[src/hw/rtl/lfsta_pkg.sv]
package lfsta_pkg;

  // Defaults for the top-level parameters
  localparam int NUM_SLOTS_DEF = 64;
  localparam int TIME_BITS_DEF = 16;

  // Fixed field widths of the request and result beats
  localparam int TIME_IN_W = 16;
  localparam int SLOT_W    = 6;

  // Register file: paddr is a byte address, bit 2 selects the register
  localparam int  APB_ADDR_W = 3;
  localparam int  APB_DATA_W = 32;
  localparam logic REG_TARGET = 1'b0;

  // Controller to datapath
  typedef struct packed {
    logic load;   // capture request, restart the sweep
    logic step;   // read one table entry and advance the pointer
    logic clear;  // clearing pass: write an empty entry and advance
    logic emit;   // register the result beat
  } dp_cmd_t;

  // Datapath to controller
  typedef struct packed {
    logic last;   // pointer sits on the highest slot
  } dp_stat_t;

endpackage

[src/hw/rtl/lowest_free_slot_timed_allocator_top.sv]
// Lowest-free-slot allocator with timed release. A request beat is taken at
// a clock edge with start high and busy low; it carries first_of_set,
// arrival_time and leave_time. The block frees every held slot whose release
// time is at or before the arrival (all slots when first_of_set is set),
// grants the lowest free slot and stores leave_time as its release time.
// Exactly one result beat follows per request: res_valid_o is high for one
// cycle with slot_o, is_target_o and full_res_o, and there is no way to hold
// it off, so the receiver must take it in that cycle. When no slot is free,
// full_res_o is 1, slot_o is 0 and nothing is stored. A new request is taken
// only once the last is through. The slot table sits in a single-port-read
// memory and each request sweeps it once, one entry per cycle, writing back the
// updated busy bit in the cycle after the read; the result beat shows in the
// cycle busy drops, and the next request can be taken in that same cycle. After
// reset a clearing pass empties every entry of the table while busy is high.
// target_arrival sits at byte address 0 of the APB port (address 4 is
// unmapped, reads 0, ignores writes); change it only while idle.
module lowest_free_slot_timed_allocator_top #(
  parameter int NUM_SLOTS = lfsta_pkg::NUM_SLOTS_DEF,
  parameter int TIME_BITS = lfsta_pkg::TIME_BITS_DEF
) (
  input  logic                             clk_i,
  input  logic                             rst_ni,
  // Request
  input  logic                             start,
  output logic                             busy,
  input  logic                             first_of_set_i,
  input  logic [lfsta_pkg::TIME_IN_W-1:0]  arrival_time_i,
  input  logic [lfsta_pkg::TIME_IN_W-1:0]  leave_time_i,
  // Result
  output logic                             res_valid_o,
  output logic [lfsta_pkg::SLOT_W-1:0]     slot_o,
  output logic                             is_target_o,
  output logic                             full_res_o,
  // APB register port
  input  logic                             psel,
  input  logic                             penable,
  input  logic                             pwrite,
  input  logic [lfsta_pkg::APB_ADDR_W-1:0] paddr,
  input  logic [lfsta_pkg::APB_DATA_W-1:0] pwdata,
  output logic [lfsta_pkg::APB_DATA_W-1:0] prdata,
  output logic                             pready
);
  import lfsta_pkg::*;

  dp_cmd_t              cmd;
  dp_stat_t             stat;
  logic [TIME_IN_W-1:0] target_q;
  logic                 reg_sel;

  // Register decode: bit 2 of the byte address picks the register
  assign reg_sel = (paddr[2] == REG_TARGET);
  assign pready  = 1'b1;

  always_ff @(posedge clk_i or negedge rst_ni) begin
    if (!rst_ni) begin
      target_q <= '0;
    end else if (psel && penable && pwrite && reg_sel) begin
      target_q <= pwdata[TIME_IN_W-1:0];
    end
  end

  assign prdata = reg_sel ? APB_DATA_W'(target_q) : '0;

  lfsta_ctrl u_ctrl (
    .clk_i   (clk_i),
    .rst_ni  (rst_ni),
    .start_i (start),
    .busy_o  (busy),
    .cmd_o   (cmd),
    .stat_i  (stat)
  );

  lfsta_dp #(
    .NUM_SLOTS (NUM_SLOTS),
    .TIME_BITS (TIME_BITS)
  ) u_dp (
    .clk_i            (clk_i),
    .rst_ni           (rst_ni),
    .cmd_i            (cmd),
    .stat_o           (stat),
    .first_of_set_i   (first_of_set_i),
    .arrival_time_i   (arrival_time_i),
    .leave_time_i     (leave_time_i),
    .target_arrival_i (target_q),
    .res_valid_o      (res_valid_o),
    .slot_o           (slot_o),
    .is_target_o      (is_target_o),
    .full_res_o       (full_res_o)
  );

endmodule

[src/hw/rtl/lfsta_ctrl.sv]
module lfsta_ctrl (
  input  logic                clk_i,
  input  logic                rst_ni,
  input  logic                start_i,
  output logic                busy_o,
  output lfsta_pkg::dp_cmd_t  cmd_o,
  input  lfsta_pkg::dp_stat_t stat_i
);
  import lfsta_pkg::*;

  localparam logic [1:0] ST_CLEAR = 2'd0;
  localparam logic [1:0] ST_IDLE  = 2'd1;
  localparam logic [1:0] ST_SWEEP = 2'd2;
  localparam logic [1:0] ST_DRAIN = 2'd3;

  logic [1:0] state_q, state_d;

  always_comb begin
    state_d = state_q;
    case (state_q)
      ST_CLEAR: begin
        if (stat_i.last) state_d = ST_IDLE;
      end
      ST_IDLE: begin
        if (start_i) state_d = ST_SWEEP;
      end
      ST_SWEEP: begin
        if (stat_i.last) state_d = ST_DRAIN;
      end
      ST_DRAIN: begin
        state_d = ST_IDLE;
      end
      default: begin
        state_d = ST_IDLE;
      end
    endcase
  end

  always_ff @(posedge clk_i or negedge rst_ni) begin
    if (!rst_ni) begin
      state_q <= ST_CLEAR;
    end else begin
      state_q <= state_d;
    end
  end

  assign busy_o      = (state_q != ST_IDLE);
  assign cmd_o.load  = (state_q == ST_IDLE) && start_i;
  assign cmd_o.step  = (state_q == ST_SWEEP);
  assign cmd_o.clear = (state_q == ST_CLEAR);
  assign cmd_o.emit  = (state_q == ST_DRAIN);

endmodule

[src/hw/rtl/lfsta_dp.sv]
module lfsta_dp #(
  parameter int NUM_SLOTS = lfsta_pkg::NUM_SLOTS_DEF,
  parameter int TIME_BITS = lfsta_pkg::TIME_BITS_DEF
) (
  input  logic                           clk_i,
  input  logic                           rst_ni,
  input  lfsta_pkg::dp_cmd_t             cmd_i,
  output lfsta_pkg::dp_stat_t            stat_o,
  input  logic                           first_of_set_i,
  input  logic [lfsta_pkg::TIME_IN_W-1:0] arrival_time_i,
  input  logic [lfsta_pkg::TIME_IN_W-1:0] leave_time_i,
  input  logic [lfsta_pkg::TIME_IN_W-1:0] target_arrival_i,
  output logic                           res_valid_o,
  output logic [lfsta_pkg::SLOT_W-1:0]   slot_o,
  output logic                           is_target_o,
  output logic                           full_res_o
);
  import lfsta_pkg::*;

  localparam int IDX_W  = $clog2(NUM_SLOTS);
  localparam int WORD_W = TIME_BITS + 1;   // {busy, release time}

  // Slot table
  logic [WORD_W-1:0] mem_q [NUM_SLOTS];

  logic [IDX_W-1:0]     addr_q;
  logic                 last;

  // Request registers
  logic                 first_q;
  logic [TIME_BITS-1:0] arr_q;
  logic [TIME_BITS-1:0] leave_q;
  logic                 hit_q;

  // Read stage
  logic                 rd_vld_q;
  logic [IDX_W-1:0]     rd_idx_q;
  logic [WORD_W-1:0]    rd_data_q;

  // Update stage
  logic                 busy_rel;
  logic                 grant_here;
  logic [WORD_W-1:0]    wr_data;
  logic                 found_q, found_d;
  logic [IDX_W-1:0]     slot_q, slot_d;

  // Result beat
  logic                 res_valid_q;
  logic [SLOT_W-1:0]    slot_res_q;
  logic                 is_target_q;
  logic                 full_q;

  assign last        = (addr_q == IDX_W'(NUM_SLOTS - 1));
  assign stat_o.last = last;

  always_ff @(posedge clk_i or negedge rst_ni) begin
    if (!rst_ni) begin
      addr_q <= '0;
    end else if (cmd_i.step || cmd_i.clear) begin
      addr_q <= last ? '0 : addr_q + 1'b1;
    end
  end

  always_ff @(posedge clk_i) begin
    if (cmd_i.load) begin
      first_q <= first_of_set_i;
      arr_q   <= TIME_BITS'(arrival_time_i);
      leave_q <= TIME_BITS'(leave_time_i);
      hit_q   <= (arrival_time_i == target_arrival_i);
    end
  end

  always_ff @(posedge clk_i or negedge rst_ni) begin
    if (!rst_ni) begin
      rd_vld_q <= 1'b0;
    end else begin
      rd_vld_q <= cmd_i.step;
    end
  end

  always_ff @(posedge clk_i) begin
    if (cmd_i.step) begin
      rd_data_q <= mem_q[addr_q];
      rd_idx_q  <= addr_q;
    end
  end

  // Release check and first-free pick for the entry just read
  always_comb begin
    busy_rel   = rd_data_q[TIME_BITS] && !first_q &&
                 !(rd_data_q[TIME_BITS-1:0] <= arr_q);
    grant_here = rd_vld_q && !busy_rel && !found_q;
    wr_data    = grant_here ? {1'b1, leave_q} : {busy_rel, rd_data_q[TIME_BITS-1:0]};
    found_d    = found_q || grant_here;
    slot_d     = grant_here ? rd_idx_q : slot_q;
  end

  always_ff @(posedge clk_i) begin
    if (cmd_i.clear) begin
      mem_q[addr_q] <= '0;
    end else if (rd_vld_q) begin
      mem_q[rd_idx_q] <= wr_data;
    end
  end

  always_ff @(posedge clk_i or negedge rst_ni) begin
    if (!rst_ni) begin
      found_q <= 1'b0;
    end else if (cmd_i.load) begin
      found_q <= 1'b0;
    end else begin
      found_q <= found_d;
    end
  end

  always_ff @(posedge clk_i) begin
    slot_q <= slot_d;
  end

  always_ff @(posedge clk_i or negedge rst_ni) begin
    if (!rst_ni) begin
      res_valid_q <= 1'b0;
    end else begin
      res_valid_q <= cmd_i.emit;
    end
  end

  always_ff @(posedge clk_i) begin
    if (cmd_i.emit) begin
      slot_res_q  <= found_d ? SLOT_W'(slot_d) : '0;
      is_target_q <= hit_q;
      full_q      <= !found_d;
    end
  end

  assign res_valid_o = res_valid_q;
  assign slot_o      = slot_res_q;
  assign is_target_o = is_target_q;
  assign full_res_o  = full_q;

endmodule

[config.mk]
export PLATFORM = sky130hd
export DESIGN_NAME = lowest_free_slot_timed_allocator_top
export DESIGN_NICKNAME = d
export VERILOG_FILES = /design/src/hw/rtl/lfsta_pkg.sv /design/src/hw/rtl/lowest_free_slot_timed_allocator_top.sv /design/src/hw/rtl/lfsta_ctrl.sv /design/src/hw/rtl/lfsta_dp.sv
export SDC_FILE = /design/constraint.sdc
export NUM_CORES = 1
export LEC_CHECK = 0
export ABC_CLOCK_PERIOD_IN_PS = 10300
export CAP_MARGIN = 20
export CORE_MARGIN = 5
export CORE_UTILIZATION = 55
export DETAILED_ROUTE_END_ITERATION = 10
export DONT_BUFFER_PORTS = 1
export GPL_ROUTABILITY_DRIVEN = 1
export GPL_TIMING_DRIVEN = 0
export PLACE_DENSITY = 0.69
export SKIP_CTS_REPAIR_TIMING = 1
export SYNTH_ARGS = -nofsm -noshare
export SYNTH_HDL_FRONTEND = slang
export SYNTH_SLANG_ARGS = --single-unit
[constraint.sdc]
create_clock -name clk_i -period 10.3 [get_ports clk_i]
set_input_delay 2.06 -clock clk_i [delete_from_list [all_inputs] [get_ports clk_i]]
set_output_delay 2.06 -clock clk_i [all_outputs]
set_load 0.01 [all_outputs]
Word-level counts from Yosys, hierarchy flattened
Memory sizes are Yosys's and may differ from the RTL's. A register that Yosys moved wholly into a read port is not among the register bits. Index checks and enable logic that the tools add are counted.

Add/subtract/negate cells: 1. Magnitude comparators: 1. Eq/ne operators: 9. Multiplexer cells: 17. Bitwise operators: 1. Reductions and logical operators: 18.

Operators with widths (number): $mux 17 (2); $mux 6 (3); $reduce_or 17->1 (1); $eq 16x16->1 (1); $le 16x16->1 (1); $mux 16 (1); $logic_and 1x1->1 (8); $pmux 2 s4 (1); $mux 1 (7); $add 6x1->6 const B (1); $eq 6x6->1 const B (1); $mux 2 (3); $ne 2x2->1 const B (3); $logic_not 1->1 (5); $eq 2x2->1 const B (2); $reduce_and 3->1 (1); $eq 2x1->1 const B (1); $logic_not 2->1 (1); $logic_or 1x1->1 (2); $ne 2x1->1 const B (1); $not 1->1 (1).

Flip-flop bits (word level): 81. Bits in writable memories: 1088. Input bits: 74. Output and inout bits: 43. Memories kept: 1.

Memories: u_dp.mem_q (words 64, bits a word 17, read ports 1, clocked after memory_dff 1, write ports 1, RTL line lfsta_dp.sv:24) `logic [WORD_W-1:0] mem_q [NUM_SLOTS];`.

Logic depth before layout (Yosys ltp)
Gate-level depths: netlist of the first run.

Depth in word-level cells: 8. Mapped depth: 11.

Hierarchy
A second synthesis of the first run with hierarchy kept.

Cell total of the unflattened synthesis: 2188. Area total of the unflattened synthesis: 46380.7 sq um.

Modules (own cells, without submodules): lfsta_dp (instances 1, cells an instance 2103, area an instance 45307.2 sq um); lowest_free_slot_timed_allocator_top (instances 1, cells an instance 70, area an instance 899.6 sq um); lfsta_ctrl (instances 1, cells an instance 15, area an instance 173.9 sq um).

Least setup slack after synthesis of the first run
Ideal clock, no wire load.

Path kind: register -> register. Start: register u_dp.rd_data_q[15] (read register of u_dp.mem_q). End: memory u_dp.mem_q[0][0] (netlist bit), data pin. Data arrival time: 4009 ps. Required time: 9736 ps. Slack: 5727 ps. Cell stages (with the launch flop): 10. Path buffers: 2. Clock period less this slack: 4573 ps. Cell sequence: edfxtp_1 ha_1 nand4_1 nor2_1 or3_1 o31ai_1 and3b_1 buf_4 buf_2 mux2i_1.

Word-level cells in the longest chain between the ends: 8.

Ends and longest elaborated chain: start: declaration (RTL line lfsta_dp.sv:38) `logic [WORD_W-1:0] rd_data_q;`; $le 16x16->1 (RTL line lfsta_dp.sv:91) `!(rd_data_q[TIME_BITS-1:0] <= arr_q);`; $logic_not 1->1 (RTL line lfsta_dp.sv:91); $logic_and 1x1->1 (RTL line lfsta_dp.sv:90) `busy_rel = rd_data_q[TIME_BITS] && !first_q &&`; $logic_not 1->1 (RTL line lfsta_dp.sv:92) `grant_here = rd_vld_q && !busy_rel && !found_q;`; $logic_and 1x1->1 (2 in a row) (RTL line lfsta_dp.sv:92); $mux 17 (RTL line lfsta_dp.sv:93) `wr_data = grant_here ? {1'b1, leave_q} : {busy_rel, rd_data_q[TIME_BITS-1:0]};`; $mux 17 (no source line); end: declaration (RTL line lfsta_dp.sv:24).

No other way between the ends.

Worst setup path in the final report of the first run
Start: input port paddr[2] (netlist bit). End: output port prdata[5] (netlist bit).

Word-level cells in the longest chain between the ends: 1.

Ends and longest elaborated chain: start: declaration (RTL line lowest_free_slot_timed_allocator_top.sv:38) `input logic [lfsta_pkg::APB_ADDR_W-1:0] paddr,`; $mux 16 (RTL line lowest_free_slot_timed_allocator_top.sv:62) `assign prdata = reg_sel ? APB_DATA_W'(target_q) : '0;`; end: declaration (RTL line lowest_free_slot_timed_allocator_top.sv:40) `output logic [lfsta_pkg::APB_DATA_W-1:0] prdata,`.

No other way between the ends.

==> out/metrics.yaml, run 1 <==
drt_pass1_iterations: 8
setup_viol: 0
cp_top_family: "simple AND/OR/NAND/NOR gates"
cp.required_ns: 8.24
nets: 2611
grt.total_usage_pct: 27.4
die_w_um: 301
stdcell_area_um2: 53900
first_iter_violations: 3296
hold_path_class: "register to register"
p_per_area_nw_per_um2: 279
wl_per_cell_um: 32.9
hpwl_mm: 85.6
wl_mm: 123
clkTransAtPathRegs_ns: 0.06
synth-async-reset-ratio_pct: 2.28
p_leak_uw: 0.0175
path_cells: "clkbuf_1 > nor2b_1"
use_met1_pct: 38.2
synth_edf_count: 1153
ant_nets: 0
final_core_util_pct: 64.4
synth_area_um2: 46500
fmax_mhz: 218
yosysTopAreaCell: "edfxtp_1"
clk_latency_ns: 0.70
rsz0062_at_grt: "no"
cts_htree_levels: 3
cp.arrival_ns: 2.52
met2_usage_pct: 42.8
drc: 0
tns_ns: 0
synth.most_common_cell: "edfxtp_1"
cp_slowest_stage_delay_ns: 0.27
syn_avg_cell_area_um2: 20.3
syn2layout_area_growth_pct: 16.0
finalHoldViolCount: 0
crit_buf_inv: 1
max_cap_viol_count: 0
io_pins: 117
yosys_warnings: 0
first_global_vias: 24403
ir_worst_vdd_mv: 0.189
via_count: 24323
rows: 106
cts_tree: "built"
cts-root-buf: "clkbuf_16"
max_slew_margin_pct: 22.5
cts.sinks: 1186
synth_top_cells_by_count: "edfxtp_1, mux4_2, nand2_1"
crit_fanout: 10
ys_seq_area_share_pct: 76.2
worst_setup_path_end_kind: "primary output"
coreArea_um2: 83700
fin_skew_ns: 0.0319
die_area_um2: 90400
worst_slew_pin_slew_ns: 1.16
worstSetupPathType: "input port to primary output"
ys_seq_elements: 1186
clk_path_buf_depth: 3
place_congestion: 0.966
placed_cell_area_um2: 50100
portBuffers: 0
drive_gt1_share_pct: 27.7
cts_buffers: 113
synth_cell_type_count: 53
vias_per_cell: 6.50
report.final.slew_viol_count: 0
fin_crit_sh_pct: 44.5
gr-usage-met3_pct: 6.52
syn-instance-count: 2289
grt_pass1_wl_mm: 176
antenna_found_initial: 4
top_usage_layer: "met2"
synth.area.top_cells: "edfxtp_1, mux4_2, dfrtp_1, nand2_1, mux2i_1"
grt_max_degree: 40
cpMaxStageDelayCell: "nor2b_1"
start_util_pct: 55.5
dieHeight_um: 301
synth_top_cell_area_share_pct: 74.5
post-route-min-period_ns: 4.58
ys.flop_type: "edfxtp_1"
overflow: 0
status: "finished, final reports clean"
cp-start-kind: "input port"
## report_power, final
group | leakage [uW] | switching, uW | internal [uW]
combinational | 0.00465 | 3070 | 1770
clock | 0.00182 | 1770 | 2430
sequential | 0.0110 | 126 | 5880
total | 0.0175 | 4970 | 10100
## area by class of cell
| type | instances | area [um^2] |
|---|---|---|
| sequential | 1186 | 35400 |
| fill | 5454 | 29800 |
| multi-input combinational | 964 | 10700 |
| clock buffer | 138 | 3000 |
| timing repair buffer | 97 | 1820 |
| tap | 1134 | 1420 |
| clock inverter | 68 | 763 |
| buffer | 131 | 727 |
| inverter | 23 | 86.3 |
| antenna | 2 | 5.00 |
## through the flow
stage               setup WS [ns]  total power (uW)  hold WS [ns]  std cells
detailed placement           5.71             10800         0.438       3533
global route                 5.69             15500         0.469       3741
finish                       5.72             15000         0.448       3743
floorplan                    5.73              8830         0.400       2304
CTS                          5.71             15000         0.448       3739
global placement             2.45             10500         0.434       3438
## placed cells by master, fill, tap and decap left out, types with 7 or more instances in the layout
master / instances
mux4_2: 272
clkinv_1: 20
mux2i_1: 44
buf_6: 11
clkbuf_1: 68
buf_2: 23
buf_16: 23
buf_4: 39
o21ai_0: 27
dfrtp_1: 27
o22ai_1: 27
nor2_2: 64
o22a_1: 7
bufinv_16: 14
mux2_2: 31
mux2i_4: 16
a21oi_1: 41
nor2b_1: 21
a22oi_1: 20
a211oi_1: 9
buf_1: 12
and2_1: 12
clkbuf_16: 115
nor2_1: 29
a311oi_1: 7
conb_1: 17
or3_1: 9
nand2_1: 180
xnor2_1: 18
ha_1: 21
clkinvlp_4: 8
edfxtp_1: 1153
a22o_1: 8
nand3_1: 21
buf_12: 17
nor3_1: 9
clkinv_2: 19
buf_8: 54
inv_1: 22
## worst paths after layout
kind / from / to / slack, ns / cells after the start
hold / removal: u_dp.hit_q / u_dp.is_target_o / 0.45 / 0
setup / recovery: paddr[2] / prdata[5] / 5.72 / 2
hold reg to reg: u_dp.hit_q / u_dp.is_target_o / 0.45 / 0
min in group asynchronous: rst_ni / u_dp.addr_q[1] / 1.05 / 0
setup reg to reg: u_dp.addr_q[3] / u_dp.mem_q[9][9] / 5.89 / 8
max in group asynchronous: rst_ni / target_q[3] / 9.15 / 0
## cell families after synthesis
logic type | count (synthesis) | share of synthesized area (%)
AO/OA/AOI/OAI | 174 | 2.44
flip-flops | 1186 | 76.2
other | 2 | 0.0162
AND/OR/NAND/NOR | 371 | 3.47
adder cells (fa/ha/maj) | 21 | 0.565
multiplexers | 363 | 15.2
buffers and inverters | 154 | 1.75
XOR/XNOR | 18 | 0.339
## metal layers
layer / up-vias / wire [um]
li1: 9763 / -
met1: 12652 / 45500
met2: 1618 / 57600
met3: 285 / 14200
met4: 5 / 5510
met5: - / 110
## state kept, by name (all words and copies together), names as in the netlist
signal,count
u_dp.mem_q,1088
u_dp.slot_o,6
u_dp.leave_q,16
u_dp.found_q,1
u_dp.rd_idx_q,6
u_dp.arr_q,16
u_ctrl.state_q,2
u_dp.is_target_o,1
u_dp.rd_data_q,17
u_dp.first_q,1
target_q,16
u_dp.slot_q,6
u_dp.full_res_o,1
u_dp.addr_q,6
u_dp.hit_q,1
u_dp.rd_vld_q,1
u_dp.res_valid_o,1
Note: power is estimated with default switching activity, not from simulation.
==> run 2: changes to the inputs <==
--- a/config.mk
+++ b/config.mk
@@ -5,7 +5,7 @@
 export SDC_FILE = /design/constraint.sdc
 export NUM_CORES = 1
 export LEC_CHECK = 0
-export ABC_CLOCK_PERIOD_IN_PS = 10300
+export ABC_CLOCK_PERIOD_IN_PS = 4200
 export CAP_MARGIN = 20
 export CORE_MARGIN = 5
 export CORE_UTILIZATION = 55
@@ -13,7 +13,7 @@
 export DONT_BUFFER_PORTS = 1
 export GPL_ROUTABILITY_DRIVEN = 1
 export GPL_TIMING_DRIVEN = 0
-export PLACE_DENSITY = 0.69
+export PLACE_DENSITY = 0.72
 export SKIP_CTS_REPAIR_TIMING = 1
 export SYNTH_ARGS = -nofsm -noshare
 export SYNTH_HDL_FRONTEND = slang
==> constraint.sdc (replaced) <==
create_clock -name clk_i -period 4.2 [get_ports clk_i]
set_input_delay 0.84 -clock clk_i [delete_from_list [all_inputs] [get_ports clk_i]]
set_output_delay 0.84 -clock clk_i [all_outputs]
set_load 0.01 [all_outputs]
==> run 2 against run 1 <==
The flow now finishes with violations (negative setup slack); sequential cell count unchanged; design area up 0.40%; utilization up 0.26 points; largest cell class unchanged; largest power group unchanged.
==> out/metrics.yaml, run 2 (synthesis gave the netlist of run 1 again) <==
status: "finished, violations left"
violations: "negative setup slack"
overflow: 0
cpMaxStageDelayCell: "nor2_2"
pwr-share-clk_pct: 28.1
cts-root-buf: "clkbuf_16"
portBuffers: 0
fin_skew_ns: 0.0340
p_comb_share_pct: 32.3
critPathMostFrequentCell: "buf_4"
met3_length_mm: 15.4
nets: 2616
timing.hold.ws_ns: 0.227
pre_cts_ws_ns: -0.139
mostFrequentLayoutCell: "edfxtp_1"
grt.total_usage_pct: 27.4
setup_viol: 57
wl_per_cell_um: 33.2
place_congestion: 0.963
fmax_mhz: 231
max_slew_margin_pct: 20.0
p_int_uw: 24900
dieHeight_um: 301
start_util_pct: 55.5
via_count: 24544
drt-met1-wl_mm: 45.1
wl_met2_mm: 57.6
clk_latency_ns: 0.70
largest_register: "u_dp.mem_q"
clk_path_buf_depth: 3
highest_layer: "met4"
final_cell_mix: "edfxtp_1, mux4_2, nand2_1"
cp.arrival_ns: 4.71
cp.required_ns: 4.59
grt_pass1_wl_mm: 176
syn2layout_area_growth_pct: 16.5
cts_tree: "built"
vias_per_cell: 6.54
cp-start-kind: "register"
cp_slowest_stage_delay_ns: 0.76
worstSetupPathType: "register to register"
fin_crit_sh_pct: 103
crit_buf_inv: 6
p_seq_share_pct: 39.6
die_w_um: 301
post-route-min-period_ns: 4.32
power_uw: 37100
hpwl_mm: 85.5
tns_ns: -2.85
reg_top3: "u_dp.mem_q (1088), u_dp.rd_data_q (17)"
worst_slew_pin_slew_ns: 1.20
p_per_area_nw_per_um2: 686
io_pins: 117
die_area_um2: 90400
drive_gt1_share_pct: 28.0
ant_nets: 0
fin_ws_ns: -0.121
drc: 0
max_cap_viol_count: 0
grt_max_degree: 45
cts.sinks: 1186
finalHoldViolCount: 0
wl_mm: 125
cts_htree_levels: 3
report.final.slew_viol_count: 0
p_leak_uw: 0.0176
crit_fanout: 10
rows: 106
ir_worst_vdd_mv: 0.564
worst_setup_path_end_kind: "register"
p_sw_uw: 12300
swShare_pct: 33.1
cp_top_family: "buffers and inverters"
antenna_found_initial: 3
cts_buffers: 113
drt_pass1_iterations: 8
hold_path_class: "input port to register"
rsz0062_at_grt: "yes"
first_iter_violations: 3560
first_global_vias: 24453
coreArea_um2: 83700
path_cells: "buf_6 > buf_4 > buf_4 > buf_4 > buf_4 > nand2_1 > o21ai_0 > nand2_1 > nor2_2 > buf_8"
largest_register_ffs: 1088
clkTransAtPathRegs_ns: 0.06
## run 2: cell count changes in the layout (fill, tap and decap cells not counted), sizes merged, moves of 2 or more
| cell | before | now |
|---|---|---|
| inv | 24 | 27 |
| clkinv | 45 | 38 |
| diode | 2 | 4 |
| buf | 179 | 183 |
| clkinvlp | 8 | 6 |
| clkbuf | 187 | 194 |
## run 2: cell type report
cell class / instances / area [um^2]
flip-flops and latches: 1186 / 35400
fillers: 5336 / 29600
multi-input cells: 965 / 10800
clock buffers: 146 / 3080
repair buffers: 104 / 1890
well taps: 1134 / 1420
plain buffers: 128 / 724
clock inverters: 63 / 711
inverters: 23 / 86.3
diodes: 4 / 10.0
## run 2: layer usage
metal  GRT usage, %  up-vias
met5              0        -
met4           12.1        0
met1           37.2    12694
met2           42.1     1734
li1               -     9791
met3           8.10      325
## run 2: power groups by stage
stage	registers, uW	logic (uW)	clock network (uW)
floorplan	14900	6740	0
global placement	15100	10600	0
detailed placement	15000	11400	0
CTS	14700	11500	10500
global route	14800	12400	11000
finish	14700	12000	10400
## run 2: worst paths after layout
| path | slack, ns | from | endpoint | depth (start not counted) |
|---|---|---|---|---|
| setup reg to reg | -0.12 | u_dp.addr_q[0] | u_dp.mem_q[3][14] | 10 |
| hold / removal | 0.23 | start | u_dp.found_q | 1 |
| min in group asynchronous | 0.61 | rst_ni | u_dp.addr_q[4] | 2 |
| hold reg to reg | 0.44 | u_dp.hit_q | u_dp.is_target_o | 0 |
| setup / recovery | -0.12 | u_dp.addr_q[0] | u_dp.mem_q[3][14] | 10 |
| max in group asynchronous | 3.40 | rst_ni | target_q[8] | 2 |
## run 2: worst register-to-register path: stages (launching register included)
cell and delay [ns]:
dfrtp_1 0.39, buf_6 0.20, buf_4 0.35, buf_4 0.37, buf_4 0.37, buf_4 0.26, nand2_1 0.06, o21ai_0 0.26
nand2_1 0.74, nor2_2 0.77, buf_8 0.25
## run 2: per-stage QoR
step                      instance area [um^2]  std cells  util, %
final                                    54100       3753     64.7
after global routing                     54100       3750     64.7
after CTS                                53800       3739     64.3
after detailed placement                 50000       3530     59.8
after global placement                   48000       3438     57.4
after floorplan                          46600       2304        -
